$ cat src/rtl/spc_pkg.sv
// Shared types, codes and constants of the paged serial-flash controller.
package spc_pkg;

    localparam int PAGE_COUNT = 2048;
    localparam int PAGE_BYTES = 256;
    localparam int PAGE_BITS  = $clog2(PAGE_BYTES);
    localparam int OFF_W      = 19;
    localparam int LEN_W      = 20;
    localparam int ADDR_W     = 24;
    localparam int CHUNK_W    = PAGE_BITS + 1;
    localparam int PAGE_SHIFT = 9;
    localparam int FLASH_BYTES = PAGE_COUNT * PAGE_BYTES;

    localparam logic [7:0] OP_PAGE_READ = 8'hD2;
    localparam logic [7:0] OP_STATUS    = 8'hD7;
    localparam logic [7:0] OP_LOAD_BUF  = 8'h53;
    localparam logic [7:0] OP_WRITE_BUF = 8'h84;
    localparam logic [7:0] OP_COMPARE   = 8'h60;
    localparam logic [7:0] OP_PROGRAM   = 8'h83;
    localparam logic [7:0] OP_SLEEP     = 8'hB9;
    localparam logic [7:0] OP_WAKE      = 8'hAB;
    localparam int BIT_READY = 7;
    localparam int BIT_DIFF  = 6;

    typedef enum logic [2:0] {
        CMD_INIT  = 3'd0,
        CMD_READ  = 3'd1,
        CMD_WRITE = 3'd2,
        CMD_FLASH = 3'd3,
        CMD_HOST  = 3'd4,
        CMD_POWER = 3'd5,
        CMD_SYNC  = 3'd6
    } t_cmd;

    typedef enum logic [2:0] {
        A_SEL       = 3'd0,
        A_SEND      = 3'd1,
        A_RECV      = 3'd2,
        A_DESEL     = 3'd3,
        A_HOST_DATA = 3'd4,
        A_HOST_WANT = 3'd5,
        A_DONE      = 3'd6
    } t_action;

    typedef enum logic [1:0] {
        RC_OK     = 2'd0,
        RC_PARAM  = 2'd1,
        RC_NOTRDY = 2'd2,
        RC_BUSY   = 2'd3
    } t_rcode;

    localparam logic [7:0] PWR_OFF = 8'd0;
    localparam logic [7:0] PWR_ON  = 8'd1;
    localparam logic [7:0] PWR_GET = 8'd2;

    typedef enum logic [3:0] {
        PH_IDLE          = 4'd0,
        PH_POLL_PAGE     = 4'd1,
        PH_READ_BYTES    = 4'd2,
        PH_POLL_LOADED   = 4'd3,
        PH_WRITE_BYTES   = 4'd4,
        PH_POLL_WRITTEN  = 4'd5,
        PH_POLL_COMPARED = 4'd6,
        PH_CMP_STATUS    = 4'd7,
        PH_POLL_SYNC     = 4'd8
    } t_phase;

    // Result slots of one descriptor, emitted lowest first.
    localparam int SLOTS  = 18;
    localparam int SLOT_IW = $clog2(SLOTS);
    localparam logic [SLOT_IW-1:0] SL_DATA   = 5'd0;
    localparam logic [SLOT_IW-1:0] SL_DESEL  = 5'd1;
    localparam logic [SLOT_IW-1:0] SL_F_SEL  = 5'd2;
    localparam logic [SLOT_IW-1:0] SL_F_OP   = 5'd3;
    localparam logic [SLOT_IW-1:0] SL_ADDR2  = 5'd4;
    localparam logic [SLOT_IW-1:0] SL_ADDR1  = 5'd5;
    localparam logic [SLOT_IW-1:0] SL_ADDR0  = 5'd6;
    localparam logic [SLOT_IW-1:0] SL_DUM0   = 5'd7;
    localparam logic [SLOT_IW-1:0] SL_DUM1   = 5'd8;
    localparam logic [SLOT_IW-1:0] SL_DUM2   = 5'd9;
    localparam logic [SLOT_IW-1:0] SL_DUM3   = 5'd10;
    localparam logic [SLOT_IW-1:0] SL_F_TAIL = 5'd11;
    localparam logic [SLOT_IW-1:0] SL_P_SEL  = 5'd12;
    localparam logic [SLOT_IW-1:0] SL_P_OP   = 5'd13;
    localparam logic [SLOT_IW-1:0] SL_P_RECV = 5'd14;
    localparam logic [SLOT_IW-1:0] SL_RECV   = 5'd15;
    localparam logic [SLOT_IW-1:0] SL_WANT   = 5'd16;
    localparam logic [SLOT_IW-1:0] SL_DONE   = 5'd17;

    localparam logic [SLOTS-1:0] M_DATA  = SLOTS'(1) << SL_DATA;
    localparam logic [SLOTS-1:0] M_DESEL = SLOTS'(1) << SL_DESEL;
    localparam logic [SLOTS-1:0] M_FRAME = (SLOTS'(1) << SL_F_SEL) | (SLOTS'(1) << SL_F_OP)
                                         | (SLOTS'(1) << SL_F_TAIL);
    localparam logic [SLOTS-1:0] M_ADDR  = (SLOTS'(1) << SL_ADDR2) | (SLOTS'(1) << SL_ADDR1)
                                         | (SLOTS'(1) << SL_ADDR0);
    localparam logic [SLOTS-1:0] M_DUMMY = (SLOTS'(1) << SL_DUM0) | (SLOTS'(1) << SL_DUM1)
                                         | (SLOTS'(1) << SL_DUM2) | (SLOTS'(1) << SL_DUM3);
    localparam logic [SLOTS-1:0] M_POLL  = (SLOTS'(1) << SL_P_SEL) | (SLOTS'(1) << SL_P_OP)
                                         | (SLOTS'(1) << SL_P_RECV);
    localparam logic [SLOTS-1:0] M_RECV  = SLOTS'(1) << SL_RECV;
    localparam logic [SLOTS-1:0] M_WANT  = SLOTS'(1) << SL_WANT;
    localparam logic [SLOTS-1:0] M_DONE  = SLOTS'(1) << SL_DONE;

    // One input's worth of results, as classified by the front end.
    typedef struct packed {
        logic [SLOTS-1:0]  mask;
        logic              data_send;  // data slot: send to flash, else host data
        logic [7:0]        data;
        logic [7:0]        op;
        logic [ADDR_W-1:0] addr;
        logic              tail_recv;  // frame ends in receive slot, else deselect
        t_rcode            code;
        logic              pwr;
    } t_desc;

    localparam int Q_DEPTH = 4;
    localparam int Q_AW    = $clog2(Q_DEPTH);

    typedef struct packed {
        logic  push;
        t_desc desc;
    } t_qin;

    typedef struct packed {
        logic  empty;
        logic  full;
        t_desc head;
    } t_qout;

endpackage

$ cat src/rtl/spc_front.sv
// Front end: accepts items, tracks request state, builds result descriptors.
module spc_front (
    input  logic                     i_clk,
    input  logic                     i_rst_n,
    input  logic                     i_valid,
    output logic                     o_ready,
    input  logic [2:0]               i_command,
    input  logic [spc_pkg::OFF_W-1:0] i_offset,
    input  logic [spc_pkg::LEN_W-1:0] i_length,
    input  logic [7:0]               i_data_byte,
    input  logic                     i_q_full,
    output spc_pkg::t_qin            o_q
);

    logic                         r_init, n_init;
    spc_pkg::t_phase              r_phase, n_phase;
    logic [spc_pkg::OFF_W-1:0]    r_cur_off, n_cur_off;
    logic [spc_pkg::LEN_W-1:0]    r_total, n_total;
    logic [spc_pkg::CHUNK_W-1:0]  r_page_left, n_page_left;
    logic                         r_wmode, n_wmode;

    logic [spc_pkg::CHUNK_W-1:0]  room, chunk, pl_dec;
    logic [spc_pkg::OFF_W-1:0]    fin_off;
    logic [spc_pkg::LEN_W-1:0]    fin_left;
    logic [spc_pkg::ADDR_W-1:0]   page_addr;
    logic [spc_pkg::PAGE_BITS-1:0] in_page;
    logic [spc_pkg::LEN_W:0]      req_end;
    logic                         accept, is_request, poll_phase;
    spc_pkg::t_desc               d;

    assign o_ready = !i_q_full;
    assign accept  = i_valid && o_ready;

    assign in_page   = r_cur_off[spc_pkg::PAGE_BITS-1:0];
    assign room      = spc_pkg::CHUNK_W'(spc_pkg::PAGE_BYTES) - {1'b0, in_page};
    assign chunk     = ({{(spc_pkg::LEN_W-spc_pkg::CHUNK_W){1'b0}}, room} < r_total)
                     ? room : r_total[spc_pkg::CHUNK_W-1:0];
    assign fin_off   = r_cur_off + spc_pkg::OFF_W'(chunk);
    assign fin_left  = r_total - spc_pkg::LEN_W'(chunk);
    assign page_addr = spc_pkg::ADDR_W'(r_cur_off[spc_pkg::OFF_W-1:spc_pkg::PAGE_BITS])
                       << spc_pkg::PAGE_SHIFT;
    assign pl_dec    = (r_page_left != '0) ? r_page_left - 1'b1 : r_page_left;
    assign req_end   = {2'b00, i_offset} + {1'b0, i_length};

    assign is_request = i_command inside {spc_pkg::CMD_INIT, spc_pkg::CMD_READ,
                                          spc_pkg::CMD_WRITE, spc_pkg::CMD_POWER,
                                          spc_pkg::CMD_SYNC};
    assign poll_phase = r_phase inside {spc_pkg::PH_POLL_PAGE, spc_pkg::PH_POLL_LOADED,
                                        spc_pkg::PH_POLL_WRITTEN, spc_pkg::PH_POLL_COMPARED,
                                        spc_pkg::PH_POLL_SYNC};

    always_comb begin
        n_init      = r_init;
        n_phase     = r_phase;
        n_cur_off   = r_cur_off;
        n_total     = r_total;
        n_page_left = r_page_left;
        n_wmode     = r_wmode;
        d           = '0;
        d.code      = spc_pkg::RC_OK;
        d.data      = i_data_byte;
        if (accept) begin
            if (is_request && r_phase != spc_pkg::PH_IDLE) begin
                d.mask = spc_pkg::M_DONE;
                d.code = spc_pkg::RC_BUSY;
            end else begin
                case (i_command)
                    spc_pkg::CMD_INIT: begin
                        d.mask = spc_pkg::M_FRAME | spc_pkg::M_DONE;
                        d.op   = spc_pkg::OP_WAKE;
                        n_init = 1'b1;
                    end
                    spc_pkg::CMD_READ, spc_pkg::CMD_WRITE: begin
                        if (i_length == '0) begin
                            d.mask = spc_pkg::M_DONE;
                            d.code = spc_pkg::RC_PARAM;
                        end else if (!r_init) begin
                            d.mask = spc_pkg::M_DONE;
                            d.code = spc_pkg::RC_NOTRDY;
                        end else if (req_end > (spc_pkg::LEN_W+1)'(spc_pkg::FLASH_BYTES)) begin
                            d.mask = spc_pkg::M_DONE;
                            d.code = spc_pkg::RC_PARAM;
                        end else begin
                            n_cur_off = i_offset;
                            n_total   = i_length;
                            n_wmode   = (i_command == spc_pkg::CMD_WRITE);
                            d.mask    = spc_pkg::M_POLL;
                            n_phase   = spc_pkg::PH_POLL_PAGE;
                        end
                    end
                    spc_pkg::CMD_FLASH: begin
                        if (poll_phase) begin
                            if (!i_data_byte[spc_pkg::BIT_READY]) begin
                                d.mask = spc_pkg::M_RECV;
                            end else begin
                                case (r_phase)
                                    spc_pkg::PH_POLL_PAGE: begin
                                        n_page_left = chunk;
                                        if (!r_wmode) begin
                                            d.mask = spc_pkg::M_DESEL | spc_pkg::M_FRAME
                                                   | spc_pkg::M_ADDR | spc_pkg::M_DUMMY;
                                            d.op   = spc_pkg::OP_PAGE_READ;
                                            d.addr = page_addr
                                                   | spc_pkg::ADDR_W'(in_page);
                                            d.tail_recv = 1'b1;
                                            n_phase = spc_pkg::PH_READ_BYTES;
                                        end else begin
                                            d.mask = spc_pkg::M_DESEL | spc_pkg::M_FRAME
                                                   | spc_pkg::M_ADDR | spc_pkg::M_POLL;
                                            d.op   = spc_pkg::OP_LOAD_BUF;
                                            d.addr = page_addr;
                                            n_phase = spc_pkg::PH_POLL_LOADED;
                                        end
                                    end
                                    spc_pkg::PH_POLL_LOADED: begin
                                        // frame without tail, then ask the host
                                        d.mask = (spc_pkg::M_DESEL | spc_pkg::M_FRAME
                                               | spc_pkg::M_ADDR | spc_pkg::M_WANT)
                                               & ~(spc_pkg::SLOTS'(1) << spc_pkg::SL_F_TAIL);
                                        d.op   = spc_pkg::OP_WRITE_BUF;
                                        d.addr = spc_pkg::ADDR_W'(in_page);
                                        n_phase = spc_pkg::PH_WRITE_BYTES;
                                    end
                                    spc_pkg::PH_POLL_WRITTEN: begin
                                        d.mask = spc_pkg::M_DESEL | spc_pkg::M_FRAME
                                               | spc_pkg::M_ADDR | spc_pkg::M_POLL;
                                        d.op   = spc_pkg::OP_COMPARE;
                                        d.addr = page_addr;
                                        n_phase = spc_pkg::PH_POLL_COMPARED;
                                    end
                                    spc_pkg::PH_POLL_COMPARED: begin
                                        d.mask  = spc_pkg::M_DESEL | spc_pkg::M_POLL;
                                        n_phase = spc_pkg::PH_CMP_STATUS;
                                    end
                                    default: begin
                                        d.mask  = spc_pkg::M_DESEL | spc_pkg::M_DONE;
                                        n_phase = spc_pkg::PH_IDLE;
                                    end
                                endcase
                            end
                        end else if (r_phase == spc_pkg::PH_READ_BYTES) begin
                            n_page_left = pl_dec;
                            if (pl_dec == '0) begin
                                n_cur_off = fin_off;
                                n_total   = fin_left;
                                if (fin_left == '0) begin
                                    d.mask  = spc_pkg::M_DATA | spc_pkg::M_DESEL
                                            | spc_pkg::M_DONE;
                                    n_phase = spc_pkg::PH_IDLE;
                                    n_wmode = 1'b0;
                                end else begin
                                    d.mask  = spc_pkg::M_DATA | spc_pkg::M_DESEL
                                            | spc_pkg::M_POLL;
                                    n_phase = spc_pkg::PH_POLL_PAGE;
                                end
                            end else begin
                                d.mask = spc_pkg::M_DATA | spc_pkg::M_RECV;
                            end
                        end else if (r_phase == spc_pkg::PH_CMP_STATUS) begin
                            d.mask = spc_pkg::M_DESEL;
                            if (i_data_byte[spc_pkg::BIT_DIFF]) begin
                                d.mask = d.mask | spc_pkg::M_FRAME | spc_pkg::M_ADDR;
                                d.op   = spc_pkg::OP_PROGRAM;
                                d.addr = page_addr;
                            end
                            n_cur_off = fin_off;
                            n_total   = fin_left;
                            if (fin_left == '0) begin
                                d.mask  = d.mask | spc_pkg::M_DONE;
                                n_phase = spc_pkg::PH_IDLE;
                                n_wmode = 1'b0;
                            end else begin
                                d.mask  = d.mask | spc_pkg::M_POLL;
                                n_phase = spc_pkg::PH_POLL_PAGE;
                            end
                        end
                    end
                    spc_pkg::CMD_HOST: begin
                        if (r_phase == spc_pkg::PH_WRITE_BYTES) begin
                            d.data_send = 1'b1;
                            n_page_left = pl_dec;
                            if (pl_dec == '0) begin
                                d.mask  = spc_pkg::M_DATA | spc_pkg::M_DESEL
                                        | spc_pkg::M_POLL;
                                n_phase = spc_pkg::PH_POLL_WRITTEN;
                            end else begin
                                d.mask = spc_pkg::M_DATA | spc_pkg::M_WANT;
                            end
                        end
                    end
                    spc_pkg::CMD_POWER: begin
                        if (i_data_byte inside {spc_pkg::PWR_OFF, spc_pkg::PWR_ON}) begin
                            d.mask = spc_pkg::M_FRAME | spc_pkg::M_DONE;
                            d.op   = (i_data_byte == spc_pkg::PWR_OFF)
                                   ? spc_pkg::OP_SLEEP : spc_pkg::OP_WAKE;
                        end else if (i_data_byte == spc_pkg::PWR_GET) begin
                            d.mask = spc_pkg::M_DONE;
                            d.pwr  = 1'b1;
                        end else begin
                            d.mask = spc_pkg::M_DONE;
                            d.code = spc_pkg::RC_PARAM;
                        end
                    end
                    spc_pkg::CMD_SYNC: begin
                        if (!r_init) begin
                            d.mask = spc_pkg::M_DONE;
                            d.code = spc_pkg::RC_NOTRDY;
                        end else begin
                            d.mask  = spc_pkg::M_POLL;
                            n_phase = spc_pkg::PH_POLL_SYNC;
                        end
                    end
                    default: ;
                endcase
            end
        end
    end

    assign o_q.push = accept && (d.mask != '0);
    assign o_q.desc = d;

    always_ff @(posedge i_clk) begin
        if (!i_rst_n) begin
            r_init      <= 1'b0;
            r_phase     <= spc_pkg::PH_IDLE;
            r_cur_off   <= '0;
            r_total     <= '0;
            r_page_left <= '0;
            r_wmode     <= 1'b0;
        end else begin
            r_init      <= n_init;
            r_phase     <= n_phase;
            r_cur_off   <= n_cur_off;
            r_total     <= n_total;
            r_page_left <= n_page_left;
            r_wmode     <= n_wmode;
        end
    end

endmodule

$ cat src/rtl/spc_queue.sv
// Descriptor queue between front end and back end.
module spc_queue (
    input  logic           i_clk,
    input  logic           i_rst_n,
    input  spc_pkg::t_qin  i_q,
    input  logic           i_pop,
    output spc_pkg::t_qout o_q
);

    spc_pkg::t_desc            r_mem [spc_pkg::Q_DEPTH];
    logic [spc_pkg::Q_AW-1:0]  r_wr_ptr, r_rd_ptr;
    logic [spc_pkg::Q_AW:0]    r_count;
    logic                      do_push, do_pop;

    assign o_q.empty = (r_count == '0);
    assign o_q.full  = (r_count == (spc_pkg::Q_AW+1)'(spc_pkg::Q_DEPTH));
    assign o_q.head  = r_mem[r_rd_ptr];
    assign do_push   = i_q.push && !o_q.full;
    assign do_pop    = i_pop && !o_q.empty;

    always_ff @(posedge i_clk) begin
        if (do_push) begin
            r_mem[r_wr_ptr] <= i_q.desc;
        end
    end

    always_ff @(posedge i_clk) begin
        if (!i_rst_n) begin
            r_wr_ptr <= '0;
            r_rd_ptr <= '0;
            r_count  <= '0;
        end else begin
            if (do_push) r_wr_ptr <= r_wr_ptr + 1'b1;
            if (do_pop)  r_rd_ptr <= r_rd_ptr + 1'b1;
            r_count <= r_count + (spc_pkg::Q_AW+1)'(do_push) - (spc_pkg::Q_AW+1)'(do_pop);
        end
    end

    a_no_overflow: assert property (@(posedge i_clk) disable iff (!i_rst_n)
        i_q.push |-> !o_q.full) else $error("queue push while full");
    a_no_underflow: assert property (@(posedge i_clk) disable iff (!i_rst_n)
        i_pop |-> !o_q.empty) else $error("queue pop while empty");
    a_count_range: assert property (@(posedge i_clk) disable iff (!i_rst_n)
        r_count <= (spc_pkg::Q_AW+1)'(spc_pkg::Q_DEPTH)) else $error("queue count out of range");

endmodule

$ cat src/rtl/spc_back.sv
// Back end: expands descriptors into result transfers, one per cycle unless i_ready stalls the output.
module spc_back (
    input  logic           i_clk,
    input  logic           i_rst_n,
    input  spc_pkg::t_qout i_q,
    output logic           o_pop,
    output logic           o_valid,
    input  logic           i_ready,
    output logic [2:0]     o_action,
    output logic [7:0]     o_spi_or_data_byte,
    output logic [1:0]     o_result_code,
    output logic           o_power_state,
    output logic           o_last
);

    logic [spc_pkg::SLOTS-1:0]   r_mask, cur_mask, rem;
    spc_pkg::t_desc              r_desc, cur;
    logic                        r_valid;
    logic [2:0]                  r_action;
    logic [7:0]                  r_byte;
    logic [1:0]                  r_code;
    logic                        r_pwr, r_last;
    logic [spc_pkg::SLOT_IW-1:0] sl;
    logic                        active, advance, emit;
    spc_pkg::t_action            act;
    logic [7:0]                  byt;

    assign active   = (r_mask != '0);
    assign cur      = active ? r_desc : i_q.head;
    assign cur_mask = active ? r_mask : i_q.head.mask;
    assign advance  = !r_valid || i_ready;
    assign emit     = advance && (active || !i_q.empty);
    assign o_pop    = emit && !active;

    always_comb begin
        sl = '0;
        for (int k = spc_pkg::SLOTS - 1; k >= 0; k--) begin
            if (cur_mask[k]) sl = spc_pkg::SLOT_IW'(k);
        end
    end

    assign rem = cur_mask & ~(spc_pkg::SLOTS'(1) << sl);

    always_comb begin
        byt = 8'h00;
        case (sl)
            spc_pkg::SL_DATA: begin
                act = cur.data_send ? spc_pkg::A_SEND : spc_pkg::A_HOST_DATA;
                byt = cur.data;
            end
            spc_pkg::SL_DESEL:  act = spc_pkg::A_DESEL;
            spc_pkg::SL_F_SEL,
            spc_pkg::SL_P_SEL:  act = spc_pkg::A_SEL;
            spc_pkg::SL_F_OP: begin
                act = spc_pkg::A_SEND;
                byt = cur.op;
            end
            spc_pkg::SL_ADDR2: begin
                act = spc_pkg::A_SEND;
                byt = cur.addr[23:16];
            end
            spc_pkg::SL_ADDR1: begin
                act = spc_pkg::A_SEND;
                byt = cur.addr[15:8];
            end
            spc_pkg::SL_ADDR0: begin
                act = spc_pkg::A_SEND;
                byt = cur.addr[7:0];
            end
            spc_pkg::SL_DUM0, spc_pkg::SL_DUM1,
            spc_pkg::SL_DUM2, spc_pkg::SL_DUM3: act = spc_pkg::A_SEND;
            spc_pkg::SL_F_TAIL: act = cur.tail_recv ? spc_pkg::A_RECV : spc_pkg::A_DESEL;
            spc_pkg::SL_P_OP: begin
                act = spc_pkg::A_SEND;
                byt = spc_pkg::OP_STATUS;
            end
            spc_pkg::SL_P_RECV,
            spc_pkg::SL_RECV:   act = spc_pkg::A_RECV;
            spc_pkg::SL_WANT:   act = spc_pkg::A_HOST_WANT;
            default:            act = spc_pkg::A_DONE;
        endcase
    end

    always_ff @(posedge i_clk) begin
        if (emit) begin
            r_action <= act;
            r_byte   <= byt;
            r_code   <= (act == spc_pkg::A_DONE) ? cur.code : spc_pkg::RC_OK;
            r_pwr    <= (act == spc_pkg::A_DONE) ? cur.pwr : 1'b0;
            r_last   <= (rem == '0);
            if (!active) r_desc <= i_q.head;
        end
    end

    always_ff @(posedge i_clk) begin
        if (!i_rst_n) begin
            r_valid <= 1'b0;
            r_mask  <= '0;
        end else begin
            if (advance) r_valid <= emit;
            if (emit)    r_mask  <= rem;
        end
    end

    assign o_valid            = r_valid;
    assign o_action           = r_action;
    assign o_spi_or_data_byte = r_byte;
    assign o_result_code      = r_code;
    assign o_power_state      = r_pwr;
    assign o_last             = r_last;

    a_done_is_last: assert property (@(posedge i_clk) disable iff (!i_rst_n)
        (o_valid && o_action == spc_pkg::A_DONE) |-> o_last) else $error("done not last");
    a_code_on_done: assert property (@(posedge i_clk) disable iff (!i_rst_n)
        (o_valid && o_result_code != spc_pkg::RC_OK) |-> o_action == spc_pkg::A_DONE)
        else $error("result code on non-done transfer");
    a_pwr_on_done: assert property (@(posedge i_clk) disable iff (!i_rst_n)
        (o_valid && o_power_state) |-> (o_action == spc_pkg::A_DONE && o_last))
        else $error("power state on wrong transfer");
    a_mask_pending: assert property (@(posedge i_clk) disable iff (!i_rst_n)
        (o_valid && !o_last) |-> (r_mask != '0)) else $error("sequence lost its slots");

endmodule

$ cat src/rtl/spi_dataflash_page_controller.sv
// Top level of the paged serial-flash page read/write controller.
// Throughput: one input transfer per cycle while the 4-deep descriptor queue
//   has room; results leave at one transfer per cycle while the output is not
//   stalled (up to 11 per input), set by the single back-end slot sequencer and its output register.
// Reset: synchronous active-low i_rst_n clears phase, init flag, queue and
//   output valid; no clearing pass.
module spi_dataflash_page_controller (
    input  logic                      i_clk,
    input  logic                      i_rst_n,
    // input item channel
    input  logic                      i_valid,
    output logic                      o_ready,
    input  logic [2:0]                i_command,
    input  logic [spc_pkg::OFF_W-1:0] i_offset,
    input  logic [spc_pkg::LEN_W-1:0] i_length,
    input  logic [7:0]                i_data_byte,
    // result channel
    output logic                      o_valid,
    input  logic                      i_ready,
    output logic [2:0]                o_action,
    output logic [7:0]                o_spi_or_data_byte,
    output logic [1:0]                o_result_code,
    output logic                      o_power_state,
    output logic                      o_last
);

    // Front end classifies each input transfer in its accept cycle and keeps
    // the whole request state (phase, offsets, counts), so it never waits on
    // the SPI side. Each input that causes results becomes one descriptor.
    spc_pkg::t_qin  q_in;
    spc_pkg::t_qout q_out;
    logic           q_pop;

    spc_front u_front (
        .i_clk       (i_clk),
        .i_rst_n     (i_rst_n),
        .i_valid     (i_valid),
        .o_ready     (o_ready),
        .i_command   (i_command),
        .i_offset    (i_offset),
        .i_length    (i_length),
        .i_data_byte (i_data_byte),
        .i_q_full    (q_out.full),
        .o_q         (q_in)
    );

    // Short queue decouples the two sides: the front end keeps accepting
    // while the back end is still draining a long command frame.
    spc_queue u_queue (
        .i_clk   (i_clk),
        .i_rst_n (i_rst_n),
        .i_q     (q_in),
        .i_pop   (q_pop),
        .o_q     (q_out)
    );

    // Back end walks the slot mask of each descriptor lowest slot first,
    // emitting one result per cycle into a registered output stage unless i_ready
    // stalls it; last is flagged on the final slot of the descriptor.
    spc_back u_back (
        .i_clk              (i_clk),
        .i_rst_n            (i_rst_n),
        .i_q                (q_out),
        .o_pop              (q_pop),
        .o_valid            (o_valid),
        .i_ready            (i_ready),
        .o_action           (o_action),
        .o_spi_or_data_byte (o_spi_or_data_byte),
        .o_result_code      (o_result_code),
        .o_power_state      (o_power_state),
        .o_last             (o_last)
    );

endmodule

$ cat config.mk
export PLATFORM = sky130hd
export DESIGN_NAME = spi_dataflash_page_controller
export DESIGN_NICKNAME = d
export VERILOG_FILES = /design/src/rtl/spc_pkg.sv /design/src/rtl/spc_front.sv /design/src/rtl/spc_queue.sv /design/src/rtl/spc_back.sv /design/src/rtl/spi_dataflash_page_controller.sv
export SDC_FILE = /design/constraint.sdc
export NUM_CORES = 1
export LEC_CHECK = 0
export BUFFER_PORTS_ARGS = -buffer_cell sky130_fd_sc_hd__buf_2
export CAP_MARGIN = 20
export CORE_UTILIZATION = 55
export DETAILED_ROUTE_END_ITERATION = 16
export PLACE_DENSITY = 0.76
export SYNTH_ARGS = -nofsm -noshare
export SYNTH_HDL_FRONTEND = slang
export SYNTH_SLANG_ARGS = --single-unit
$ cat constraint.sdc
create_clock -name i_clk -period 16.92 [get_ports i_clk]
set_input_delay 0.846 -clock i_clk [delete_from_list [all_inputs] [get_ports i_clk]]
set_output_delay 0.846 -clock i_clk [all_outputs]
set_load 0.1 [all_outputs]
### Yosys cells after proc, flatten, opt, wreduce, memory -nomap -nowiden

Memories as Yosys holds them, arrays and structs flattened. A register that Yosys moved wholly into a read port is not among the register bits.
Cells that the tools add are included.

| storage, ports and cells | value |
|---|---|
| register bits after elaboration | 140 |
| bits in read-only memories | 0 |
| memories kept | 1 |
| bits in writable memories | 252 |
| bits of input ports | 54 |
| bits in latches | 0 |

| cells by class | value |
|---|---|
| shifts and indexed selects | 1 |
| $add $sub $neg | 9 |
| equal/unequal tests | 48 |
| order comparisons | 2 |
| muxes and demuxes | 125 |
| multiply operators | 0 |
| divide/modulo/power cells | 0 |
| bitwise gates (word level) | 4 |
| reductions and logical operators | 39 |

Memories:

| memory | words | width | rd ports | clocked after memory_dff | write ports | RTL line | source |
|---|---|---|---|---|---|---|---|
| u_queue.r_mem | 4 | 63 | 1 | 1 | 1 | spc_queue.sv:10 | `spc_pkg::t_desc r_mem [spc_pkg::Q_DEPTH];` |

Operators with widths:

| cell | number |
|---|---|
| $mux 18 | 14 |
| $mux 32 | 5 |
| $mux 19 | 8 |
| $mux 20 | 7 |
| $pmux 18 s6 | 1 |
| $pmux 32 s3 | 1 |
| $mux 5 | 19 |
| $pmux 18 s4 | 1 |
| $mux 33 | 2 |
| $mux 9 | 7 |
| $pmux 8 s6 | 1 |
| $mux 45 | 1 |
| $mux 4 | 11 |
| $eq 5x4->1 const B | 8 |
| $logic_not 20->1 | 2 |
| $pmux 20 s2 | 1 |
| $pmux 19 s2 | 1 |
| $mux 36 | 1 |
| $reduce_bool 18->1 | 2 |
| $mux 25 | 1 |
| $mux 12 | 2 |
| $pmux 8 s3 | 1 |
| $mux 1 | 23 |
| $add 19x20->21 | 1 |
| other kinds (62) | 107 |

### Longest topological paths before layout

Gate-level depths: netlist of run 1.

| depth | value |
|---|---|
| depth in word-level cells | 24 |
| mapped depth | 31 |

### Cells and area by module

A second synthesis of run 1 with hierarchy kept.

| unflattened totals | value |
|---|---|
| cell total of the unflattened synthesis | 1892 |
| area total of the unflattened synthesis | 21291.7 um^2 |

Modules (own cells, without submodules):

| module | area an instance (um^2) | seq. area each (um^2) | times used | cells an instance |
|---|---|---|---|---|
| spc_queue | 9644.2 | 7747.4 | 1 | 379 |
| spc_front | 7280.7 | 1081.0 | 1 | 1045 |
| spc_back | 4366.7 | 2182.1 | 1 | 468 |

### Worst setup path before layout of run 1

OpenSTA, ideal clock, no wires.

| timing | value |
|---|---|
| path kind | reg-to-reg |
| start | reg u_front.r_cur_off[1] (netlist bit) |
| end | mem u_queue.r_mem[0][0] (netlist bit) (enable) |
| buffers on the path | 1 |
| clock period less this slack | 7.246 ns |
| arrival | 6.833 ns |
| slack | 9.674 ns |
| cell stages (with the launch flop) | 25 |
| path through | dfxtp_1 -> inv_1 -> ha_1 -> ha_1 -> a21o_1 -> a21o_1 -> a21o_1 -> a21oi_1 -> nor2b_1 -> o21ai_0 -> a211o_1 -> clkbuf_1 -> mux2i_1 -> ha_1 -> inv_1 -> fa_1 -> a21o_1 -> a221oi_1 -> mux2i_1 -> a2111oi_0 -> nand4_1 -> nor4_2 -> a211oi_1 -> a31oi_2 -> and2_1 |

| between the ends | value |
|---|---|
| word-level cells in the longest chain between the ends | 17 |
| elaborated cells between the ends (all ways) | 19 |
| those cells by class | add/sub (2); order compare (1); mux (12); reduce/logical (4) |

RTL lines:

| item | RTL line | source |
|---|---|---|
| start: declaration | spc_front.sv:17 | `logic [spc_pkg::OFF_W-1:0] r_cur_off, n_cur_off;` |
| start signal: assignment | spc_front.sv:233 | `r_cur_off <= n_cur_off;` |
| $sub 9x8->9 (*) | spc_front.sv:35 | `assign room = spc_pkg::CHUNK_W'(spc_pkg::PAGE_BYTES) - {1'b0, in_page};` |
| $lt 9x20->1 | spc_front.sv:36 | `assign chunk = ({{(spc_pkg::LEN_W-spc_pkg::CHUNK_W){1'b0}}, room} < r_total)` |
| $mux 9 (*) | spc_front.sv:37 | `? room : r_total[spc_pkg::CHUNK_W-1:0];` |
| $sub 20x9->20 (*) | spc_front.sv:39 | `assign fin_left = r_total - spc_pkg::LEN_W'(chunk);` |
| $logic_not 20->1 (*) | spc_front.sv:146, spc_front.sv:168 |  |
| $mux 18, on equally long branches | spc_front.sv:168, spc_front.sv:146 |  |
| $mux 18, on equally long branches | spc_front.sv:159, spc_front.sv:143 |  |
| $mux 18 (*) | spc_front.sv:141 | `end else if (r_phase == spc_pkg::PH_READ_BYTES) begin` |
| [2 not listed] | - |  |
| $mux 18 (*) | spc_front.sv:63 | `if (is_request && r_phase != spc_pkg::PH_IDLE) begin` |
| $mux 19 (*) | spc_front.sv:62 | `if (accept) begin` |
| $reduce_bool 18->1 (*) | spc_front.sv:219 | `assign o_q.push = accept && (d.mask != '0);` |
| $logic_and 1x1->1 (*) | spc_front.sv:219 |  |
| $logic_and 1x1->1 (*) | spc_queue.sv:18 | `assign do_push = i_q.push && !o_q.full;` |
| named net u_queue.do_push | spc_queue.sv:13 | `logic do_push, do_pop;` |
| $mux 1 (*) | spc_queue.sv:22 | `if (do_push) begin` |
| $mux 1 (implied by the code) (*) | spc_queue.sv:23 | `r_mem[r_wr_ptr] <= i_q.desc;` |
| end: declaration | spc_queue.sv:10 |  |

Mark *: on every way through the listed nets, which the timed path passes. The rest lies on a longest branch.

### Final worst setup path of run 1

| timing | value |
|---|---|
| start | reg u_front.r_cur_off[0] (netlist bit) |
| end | mem u_queue.r_mem[0][21] (netlist bit) (enable) |

The elaborated chain is that of the path after synthesis.

==> metrics.yaml, run 1 <==
cp_common_cell: "a21o_1"
ys.flop_type: "edfxtp_1"
slew_viol_final: 0
synthAdderAreaFrac: 0.0406
synth_top_family_by_area: "simple AND/OR/NAND/NOR gates"
crit_path_top_delay_cell: "a221oi_1"
tns_ps: 0
synth.area.top_cells: "edfxtp_1, dfxtp_1, mux4_2"
ir_drop_v: 0.000121
cts_buffers: 37
ys_ff_latch: 342
synth_largest_area_cell: "edfxtp_1"
routabilityCongestion: 0.967
clk_latency_ps: 540
synth_area_per_cell_um2: 10.7
cts.sinks: 342
drc: 0
reg2reg_slack_ps: 9030
rsz0062_at_grt: "false"
setup_viol: 0
met3_usage: 0.0373
core_area_um2: 32600
start_util: 0.561
ys_top_cells_by_count: "edfxtp_1, nand2_1, nor2_1, a21oi_1, dfxtp_1"
grt_pass1_wl_um: 73300
worstPathArrival_ps: 8040
synth_cells: 1708
outcome: "complete, no violations"
routedWlPerCell_um: 20.8
antenna_found_initial: 3
synthArstFlopShare: 0
worstRegToRegCells: 24
synth_nets: 1819
first_pass_iters: 5
grt_usage: 0.276
r2r_start: "u_front.r_cur_off[0]"
path_delay_family: "compound AO/OA/AOI/OAI gates"
relSlewSlack: 0.285
worst_pin_slew_ps: 1060
crit_path_end: "u_queue.r_mem[0][21]"
fillCellCount: 2574
netlist_area_um2: 18300
cp_max_fo: 50
crit_cells: 24
multi_input_area_um2: 8300
synth_mux_area_frac: 0.0740
synth_top_area_frac: 0.427
hold_violations: 0
cts_root_buffer: "clkbuf_16"
clkTransAtPathRegs_ps: 60
cts_setup_buffers: 0
min_period_over_period: 0.466
period_minus_slack_ps: 7890
rows: 66
dp_hpwl_um: 31400
post_drt_via_cell_ratio: 6.31
port_buffers: 70
first_global_vias: 13364
yosys_warnings: 0
critPathBufInv: 3
regArea_um2: 9450
fp.dieW_um: 184
routed_wl_um: 46100
postCtsHoldBufs: 0
startpoint: "u_front.r_cur_off[0]"
synth_edf_count: 260
seq_area_frac_synth: 0.517
start_kind: "register"
nNetsFinal: 1858
h-tree-depth: 2
timing_worst_setup_path_type: "reg2reg"
clock.fmax_ghz: 0.127
endpoint_kind: "register"
r2r-end: "u_queue.r_mem[0][21]"
syn_to_final_growth_pct: 10.4
worstHoldPathType: "reg2reg"
max_cap_viol_count: 0
layout-drive-gt1-share: 0.141
cp.required_ps: 17080
die_h_um: 184
grt_max_degree: 73
p_per_area_nw_per_um2: 157
drtIter0Drc: 1371
clock_skew_ps: 15.7
cts_resized: 0
crit_chain: "inv_1, ha_1, ha_1, a21o_1, a21o_1, a21o_1, a21oi_1, nor2b_1, o21ai_0, a211o_1, mux2i_1, ha_1, inv_1, fa_1, a21o_1, a221oi_1, xnor2_1, a2111oi_0, nand4_1, nor4_2, a211oi_1, a31oi_2, and2_2, buf_4"
power.leakage_nw: 7.45
synthXorXnorAreaFrac: 0.0158
grt.met2_usage: 0.464
synth_compound_area_frac: 0.152
yosys.area_share.simple: 0.171
vias: 14001
grt_overflow: 0
final_util: 0.619
clock_path_buffers: 3
grt_busiest_layer: "met2"
yosysMostFrequentCell: "edfxtp_1"
ant_nets: 0
ys_types: 94
use_met1: 0.372
dieArea_um2: 34000
tritoncts: "yes"
num_io_pins: 71
cp_slowest_stage_delay_ps: 780
-- layout make-up --
class	count	area share
inverters	54	0.0100
multi-input cells	1226	0.411
clock inverters	22	0.0107
clock buffers	46	0.0485
repair buffers	86	0.0233
well taps	442	0.0274
flip-flops and latches	342	0.469
diodes	1	0.000124
-- metrics by stage --
stage	power [mW]	setup slack, ps	std cells	area (um^2)	hold WS, ps
after floorplan	2.09	9670	1708	18300	438
after global placement	2.35	9260	2149	19000	457
after detailed placement	2.37	9090	2150	19000	469
after CTS	3.16	9060	2218	20200	477
after global routing	3.33	8410	2218	20200	504
final	3.17	9030	2219	20200	479
-- placed cells by master (no fill, tap or decap), types with 12 or more instances in the layout --
master     synthesis  final
edfxtp_1         260    260
nand2_1          238    237
nor2_1           158    156
a21oi_1          114    114
dfxtp_1           82     80
o21ai_0           77     77
buf_2              6     70
ha_1              53     53
inv_1             53     52
nor3_1            50     50
mux4_2            50     50
clkbuf_16          0     37
and2_1            37     33
a31oi_1           28     28
nand3_1           27     27
a21o_1            22     22
a211oi_1          22     22
nor4_1            21     21
xnor2_1           19     19
nand4_1           18     18
nor2b_1           16     16
mux2i_1           16     16
buf_4              3     16
and3_1            14     14
o21a_1            14     14
xor2_1            14     14
nand2b_1          13     13
o211ai_1          12     12
-- worst reg2reg max path, stage by stage, from the launching register on --
cell and delay, ps:
dfxtp_1 420, inv_1 130, ha_1 330, ha_1 300, a21o_1 160, a21o_1 170, a21o_1 170, a21oi_1 140
nor2b_1 60, o21ai_0 140, a211o_1 420, mux2i_1 390, ha_1 220, inv_1 60, fa_1 430, a21o_1 210
a221oi_1 780, xnor2_1 200, a2111oi_0 410, nand4_1 200, nor4_2 660, a211oi_1 240, a31oi_2 430, and2_2 210
buf_4 560
-- where the power goes --
part | switching, mW | internal (mW) | total, mW
Sequential | 0.0503 | 1.09 | 1.14
Combinational | 0.859 | 0.374 | 1.23
Clock | 0.334 | 0.463 | 0.796
-- kinds of logic (layout without fill, tap and decap cells) --
logic type,after synthesis,count (layout)
AND/OR/NAND/NOR,654,654
AO/OA/AOI/OAI,410,410
flip-flops,342,342
buffers and inverters,140,208
multiplexers,72,72
adder cells (fa/ha/maj),57,57
XOR/XNOR,33,33
other,0,1
-- how the worst min path moves through the flow --
stage,from,end,slack (ps),cells after the start
2_1_floorplan,u_front.r_total[19],u_front.r_total[19],440,2
3_3_place_gp,u_front.r_total[19],u_front.r_total[19],460,2
3_5_place_dp,u_front.r_total[19],u_front.r_total[19],470,2
4_1_cts,u_front.r_total[19],u_front.r_total[19],480,2
5_1_grt,u_front.r_total[2],u_front.r_total[2],500,2
6_report,u_front.r_total[19],u_front.r_total[19],480,2
-- flip-flops by register name (all words and copies together) (netlist names), 2 cells and up, named ones only --
register	cells
u_back.o_result_code	2
u_front.r_total	20
u_front.r_cur_off	19
u_back.o_spi_or_data_byte	8
u_front.r_page_left	9
u_queue.r_wr_ptr	2
u_queue.r_rd_ptr	2
u_front.r_phase	4
u_back.o_action	3
u_queue.r_mem	200
u_queue.r_count	3
u_back.r_mask	18
u_back.r_desc	45
-- metal layers --
metal	up-vias	wire length (um)
li1	6530	-
met4	4	1190
met1	6765	19600
met5	-	27
met2	604	22300
met3	98	3010
Note: power is estimated with default switching activity, not from simulation.
==> run 2: changes to the inputs <==
--- a/config.mk
+++ b/config.mk
@@ -9,7 +9,7 @@
 export CAP_MARGIN = 20
 export CORE_UTILIZATION = 55
 export DETAILED_ROUTE_END_ITERATION = 16
-export PLACE_DENSITY = 0.76
+export PLACE_DENSITY = 0.79
 export SYNTH_ARGS = -nofsm -noshare
 export SYNTH_HDL_FRONTEND = slang
 export SYNTH_SLANG_ARGS = --single-unit
==> constraint.sdc (replaced) <==
create_clock -name i_clk -period 7.2 [get_ports i_clk]
set_input_delay 0.36 -clock i_clk [delete_from_list [all_inputs] [get_ports i_clk]]
set_output_delay 0.36 -clock i_clk [all_outputs]
set_load 0.1 [all_outputs]
==> run 2 against run 1 <==
Worst setup slack worse by 8600 ps. Cell area rose by 0.89%. Die area did not move. Register-to-register slack got worse by 8600 ps. Flip-flop and latch count did not move. Critical path depth up 8. Clock power increased by 140%. Sequential power rose by 140%. Power is 140% higher. Worst hold slack lost 400 ps. Sequential share of layout area fell by 0.41 points. Clock skew decreased by 5.3 ps. Largest power group unchanged. Highest routed layer unchanged.
==> metrics.yaml, run 2 (synthesis gave the netlist of run 1 again) <==
routedWlPerCell_um: 21.6  # +4.1%
die_h_um: 184  # unchanged
routed_wl_um: 48100  # +4.2%
routabilityCongestion: 0.962  # -0.55%
p_per_area_nw_per_um2: 374  # +140%
worstPathArrival_ps: 7140  # -900 ps
dp_hpwl_um: 33100  # +5.3%
post_drt_via_cell_ratio: 6.48  # +2.6%
p_comb_frac: 0.387  # about the same
diodes: 0  # -1
endpoint_kind: "register"
grt_overflow: 0  # unchanged
timing_worst_setup_path_type: "reg2reg"
cp.required_ps: 7590  # -9490 ps
power_frac_seq: 0.357  # -0.004
multi_input_area_um2: 8320  # +0.27%
vias: 14395  # +2.8%
antenna_found_initial: 3  # unchanged
start_util: 0.561  # unchanged
slew_viol_final: 0  # unchanged
final_common_cell: "edfxtp_1"
relSlewSlack: 0.321  # +0.0362
worstHoldPathType: "in2reg"
drtIter0Drc: 1877  # +37%
clock.fmax_ghz: 0.148  # +17%
crit_path_top_delay_cell: "dfxtp_1"
switching_share: 0.388  # -0.00334
regArea_um2: 9450  # unchanged
h-tree-depth: 2  # unchanged
clk_latency_ps: 530  # about the same
outcome: "complete, no violations"
clkTransAtPathRegs_ps: 60  # about the same
top_register: "u_queue.r_mem"
rows: 66  # unchanged
whs_ps: 76.1  # -403 ps
clock_path_buffers: 3  # unchanged
first_global_vias: 13714  # +2.6%
clkPwrFrac: 0.256  # +0.005
num_io_pins: 71  # unchanged
hold_violations: 0  # unchanged
ant_nets: 0  # unchanged
port_buffers: 70  # unchanged
fillCellCount: 2512  # -2.4%
first_pass_iters: 9  # +4
largest_reg_flops: 200  # unchanged
fp.dieW_um: 184  # unchanged
cp_slowest_stage_delay_ps: 450  # -330 ps
postCtsHoldBufs: 0  # unchanged
period_minus_slack_ps: 6750  # -1140 ps
path_delay_family: "compound AO/OA/AOI/OAI gates"
nNetsFinal: 1866  # +0.43%
ir_drop_v: 0.000319  # +160%
max_cap_viol_count: 0  # unchanged
tritoncts: "yes"
start_kind: "register"
reg_top3: "u_queue.r_mem: 200 flops, u_back.r_desc: 45 flops, u_front.r_total: 20 flops"
grt_pass1_wl_um: 75500  # +2.9%
critPathBufInv: 5  # +2
core_area_um2: 32600  # unchanged
internal_power_mw: 4.66  # +140%
grt_max_degree: 76  # +4.1%
dieArea_um2: 34000  # unchanged
drc: 0  # unchanged
dp_cells: 2156  # +0.28%
cts_buffers: 37  # unchanged
setup_viol: 0  # unchanged
final_cell_mix: "edfxtp_1, nand2_1, nor2_1, a21oi_1, dfxtp_1"
cts.sinks: 342  # unchanged
worst_pin_slew_ps: 1020  # -44.6 ps
cts_root_buffer: "clkbuf_16"
layout-drive-gt1-share: 0.148  # +0.00634
p_sw_mw: 2.95  # +140%
fin_cells: 2223  # +0.18%
clock_skew_ps: 10.4  # -5.28 ps
cp_max_fo: 7  # -86%
power.leakage_nw: 7.52  # +0.93%
min_period_over_period: 0.938  # +0.471
total_power_mw: 7.61  # +140%
grt_usage: 0.286  # +0.0105
syn_to_final_growth_pct: 11.3
[run 2: changes by cell type in the layout (fill, tap and decap cells not counted), moves of 2 or more]
cell / previous run / this run
buf_4: 16 / 20
bufinv_16: 3 / 5
buf_12: 0 / 4
clkbuf_16: 37 / 39
clkinv_1: 8 / 3
clkbuf_8: 2 / 0
[run 2: path summary, 6_finish.rpt]
| path | end | slack (ps) | startpoint | cells after the start |
|---|---|---|---|---|
| setup / recovery | u_queue.r_count[2] | 450 | u_front.r_cur_off[1] | 32 |
| hold / removal | u_queue.r_mem[0][40] | 80 | i_data_byte[4] | 1 |
| hold reg to reg | u_front.r_total[19] | 470 | u_front.r_total[19] | 2 |
| setup reg to reg | u_queue.r_count[2] | 450 | u_front.r_cur_off[1] | 32 |
[run 2: cell type report]
class,instances,share of cell area
Sequential cell,342,0.464
Multi-Input combinational cell,1226,0.409
Clock buffer,47,0.0494
Timing Repair Buffer,94,0.0285
Tap cell,442,0.0272
Clock inverter,18,0.0117
Inverter,54,0.00996
[run 2: metal layers]
metal / vias up / global-route usage / wire length [um] / part of all wire
met2: 817 / 0.478 / 23200 / 0.48
li1: 6537 / - / - / -
met1: 6915 / 0.383 / 19400 / 0.40
met5: - / 0 / 28 / 0.00058
met4: 4 / 0.100 / 1520 / 0.032
met3: 122 / 0.0389 / 3980 / 0.083
[run 2: timing repair]
item,in CTS,in global routing
setup endpoints to repair,0,202
buffers inserted,0,2
resized for setup,0,6
[run 2: power groups by stage]
stage | sequential, mW | combinational, mW | clock (mW)
2_1_floorplan | 3.02 | 1.89 | 0
3_3_place_gp | 2.74 | 2.81 | 0
3_5_place_dp | 2.75 | 2.85 | 0
4_1_cts | 2.72 | 2.87 | 1.97
5_1_grt | 2.75 | 3.18 | 2.04
6_report | 2.72 | 2.94 | 1.95
[run 2: worst register-to-register path, delay by kind of cell, from the launching register on]
kind / cells / cell delay [ps]
multiplexers: 2 / 400
AO/OA/AOI/OAI: 12 / 2450
AND/OR/NAND/NOR: 5 / 620
XOR/XNOR: 2 / 330
flip-flops: 1 / 450
buffers and inverters: 5 / 720
adder cells (fa/ha/maj): 6 / 1670
[run 2: per-stage QoR]
stage / setup slack (ps) / area [um^2] / TNS, ps / util
after floorplan: 483 / 18300 / 0 / -
after global placement: 299 / 19100 / 0 / 0.585
after detailed placement: 190 / 19100 / 0 / 0.585
after CTS: 160 / 20300 / 0 / 0.623
after global routing: -18.2 / 20400 / -18.2 / 0.624
final: 449 / 20400 / 0 / 0.624
==> run 3: changes to the inputs <==
--- a/config.mk
+++ b/config.mk
@@ -5,10 +5,12 @@
 export SDC_FILE = /design/constraint.sdc
 export NUM_CORES = 1
 export LEC_CHECK = 0
-export BUFFER_PORTS_ARGS = -buffer_cell sky130_fd_sc_hd__buf_2
+export BUFFER_PORTS_ARGS = -buffer_cell sky130_fd_sc_hd__clkbuf_2
 export CAP_MARGIN = 20
+export CORE_MARGIN = 5
 export CORE_UTILIZATION = 55
 export DETAILED_ROUTE_END_ITERATION = 16
+export GPL_ROUTABILITY_DRIVEN = 1
 export PLACE_DENSITY = 0.79
 export SYNTH_ARGS = -nofsm -noshare
 export SYNTH_HDL_FRONTEND = slang
==> run 3 against run 2 <==
Largest power group unchanged. Via count shrank 1.7%. Worst setup slack worse by 57 ps. Clock-buffer cell count is 3 lower. First-iteration DRC count decreased by 14%. Sequential power is essentially flat. Critical endpoint unchanged.
==> metrics.yaml, run 3 (synthesis gave the netlist of run 1 again) <==
outcome: "complete, no violations"
reg_top3: "u_queue.r_mem: 200 flops, u_back.r_desc: 45 flops, u_front.r_total: 20 flops"
clock.fmax_ghz: 0.147  # -0.84%
clock_skew_ps: 21.1  # +10.8 ps
largest_reg_flops: 200  # unchanged
switching_share: 0.401  # +0.0124
total_power_mw: 7.37  # -3.1%
rows: 66  # unchanged
h-tree-depth: 2  # unchanged
period_minus_slack_ps: 6810  # +57.3 ps
nNetsFinal: 1861  # -0.27%
fillCellCount: 2577  # +2.6%
first_global_vias: 13654  # -0.44%
min_to: "u_queue.r_mem[1][38]"
max_cap_viol_count: 0  # unchanged
syn_to_final_growth_pct: 10.3
rsz0062_at_grt: "false"
antenna_found_initial: 2  # -1
routed_wl_um: 48200  # +0.14%
final_cell_mix: "edfxtp_1, nand2_1, nor2_1, a21oi_1, dfxtp_1"
p_sw_mw: 2.95  # about the same
r2r_start: "u_front.r_cur_off[1]"
clock_path_buffers: 3  # unchanged
first_pass_iters: 7  # -2
start_util: 0.559  # -0.00142
drc: 0  # unchanged
cts_setup_buffers: 0  # unchanged
port_buffers: 70  # unchanged
drtIter0Drc: 1623  # -14%
grt_overflow: 0  # unchanged
grt_usage: 0.260  # -0.0269
reg2reg_slack_ps: 390  # -60 ps
slew_viol_final: 0  # unchanged
worst_pin_slew_ps: 1080  # +65.3 ps
die_h_um: 192  # +4.3%
worstRegToRegCells: 30  # -6.3%
p_comb_frac: 0.398  # +0.011
routedWlPerCell_um: 21.7  # +0.27%
power.leakage_nw: 7.43  # -1.2%
start_kind: "register"
relSlewSlack: 0.271  # -0.0502
dieArea_um2: 37000  # +8.9%
fp.dieW_um: 192  # +4.3%
hold_violations: 0  # unchanged
routabilityCongestion: 0.946  # -1.6%
cp_common_cell: "ha_1"
post-place-ws_ps: 33.5  # -157 ps
clkPwrFrac: 0.234  # -0.022
startpoint: "u_front.r_cur_off[1]"
worstHoldPathType: "in2reg"
num_io_pins: 71  # unchanged
setup_viol: 0  # unchanged
p_per_area_nw_per_um2: 366  # -2.1%
clk_latency_ps: 520  # about the same
internal_power_mw: 4.42  # -5.1%
cts_buffers: 36  # -2.7%
timing.final.ws_setup_ps: 392  # -57.3 ps
grt_max_degree: 76  # unchanged
cts_root_buffer: "clkbuf_16"
min_path_cells: 1  # unchanged
cp.required_ps: 7570  # -20 ps
tritoncts: "yes"
worstPathArrival_ps: 7180  # +40 ps
top_register: "u_queue.r_mem"
dp_hpwl_um: 33400  # +0.79%
layout-drive-gt1-share: 0.145  # -0.00304
power_frac_seq: 0.368  # +0.011
endpoint_kind: "register"
timing_worst_setup_path_type: "reg2reg"
tns_ps: 0  # unchanged
grt_pass1_wl_um: 76000  # +0.71%
vias: 14144  # -1.7%
ant_nets: 0  # unchanged
min_period_over_period: 0.946  # +0.00795
core_area_um2: 32700  # +0.25%
cp_slowest_stage_delay_ps: 490  # +40 ps
final_common_cell: "edfxtp_1"
crit_path_top_delay_cell: "mux2i_1"
clkTransAtPathRegs_ps: 60  # about the same
hp-start: "i_data_byte[2]"
cp_max_fo: 10  # +3
post_drt_via_cell_ratio: 6.37  # -1.6%
ir_drop_v: 0.000289  # -9.3%
whs_ps: 83.3  # +7.25 ps
cts.sinks: 342  # unchanged
r2r-end: "u_queue.r_count[2]"
[run 3: cell types whose count changed in the layout (fill, tap and decap cells not counted), sizes merged]
cell | previous run | this run
buf | 94 | 20
clkbuf | 47 | 114
bufinv | 5 | 0
clkinv | 9 | 13
clkinvlp | 2 | 4
inv | 56 | 58
diode | 0 | 1
[run 3: worst max path at each step]
| stage | end |
|---|---|
| floorplan | u_queue.r_mem[0][0] |
| global placement | u_queue.r_mem[1][41] |
| detailed placement | u_queue.r_mem[1][41] |
| CTS | u_queue.r_count[2] |
| global route | u_queue.r_count[2] |
| finish | u_queue.r_count[2] |
[run 3: per-stage QoR]
stage                     cell area [um^2]  utilization  std cells
after floorplan                      18300            -       1708
after global placement               19000        0.582       2154
after detailed placement             19000        0.582       2154
after CTS                            20100        0.615       2219
after global routing                 20200        0.616       2219
final                                20200        0.616       2220
[run 3: area by class of cell]
class                      count  area (um^2)  area share
clock buffer                  44          941      0.0467
antenna                        1         2.50    0.000124
clock inverter                21          146     0.00726
tap                          442          553      0.0274
multi-input combinational   1226         8330       0.413
inverter                      54          203      0.0101
sequential                   342         9450       0.469
timing repair buffer          90          526      0.0261
[run 3: worst max-delay path: cells and delay by family, from the launching register on]
family          cells  cell delay [ps]
mux                 1              490
flops               1              450
xor+xnor            2              330
buf+inv             4              540
simple gates        7             1000
compound gates     11             2170
fa+ha+maj           5             1660
[run 3: power by group through the flow]
stage / Combinational (mW) / Clock [mW] / Sequential [mW]
after global routing: 3.18 / 1.84 / 2.75
after global placement: 2.82 / 0 / 2.74
final: 2.93 / 1.72 / 2.72
after detailed placement: 2.85 / 0 / 2.76
after floorplan: 1.89 / 0 / 3.02
after CTS: 2.87 / 1.75 / 2.72
[run 3: what timing repair did]
item | in CTS | in global routing
endpoints found under the hold margin | 0 | 0
hold buffers | 0 | 0
gates resized for setup | 0 | 6
setup endpoints to repair | 0 | 183
[run 3: per-layer routing]
layer,global-route usage,wire length (um)
met5,0,20
met1,0.350,19800
met3,0.0387,3190
met4,0.0905,1910
met2,0.434,23300
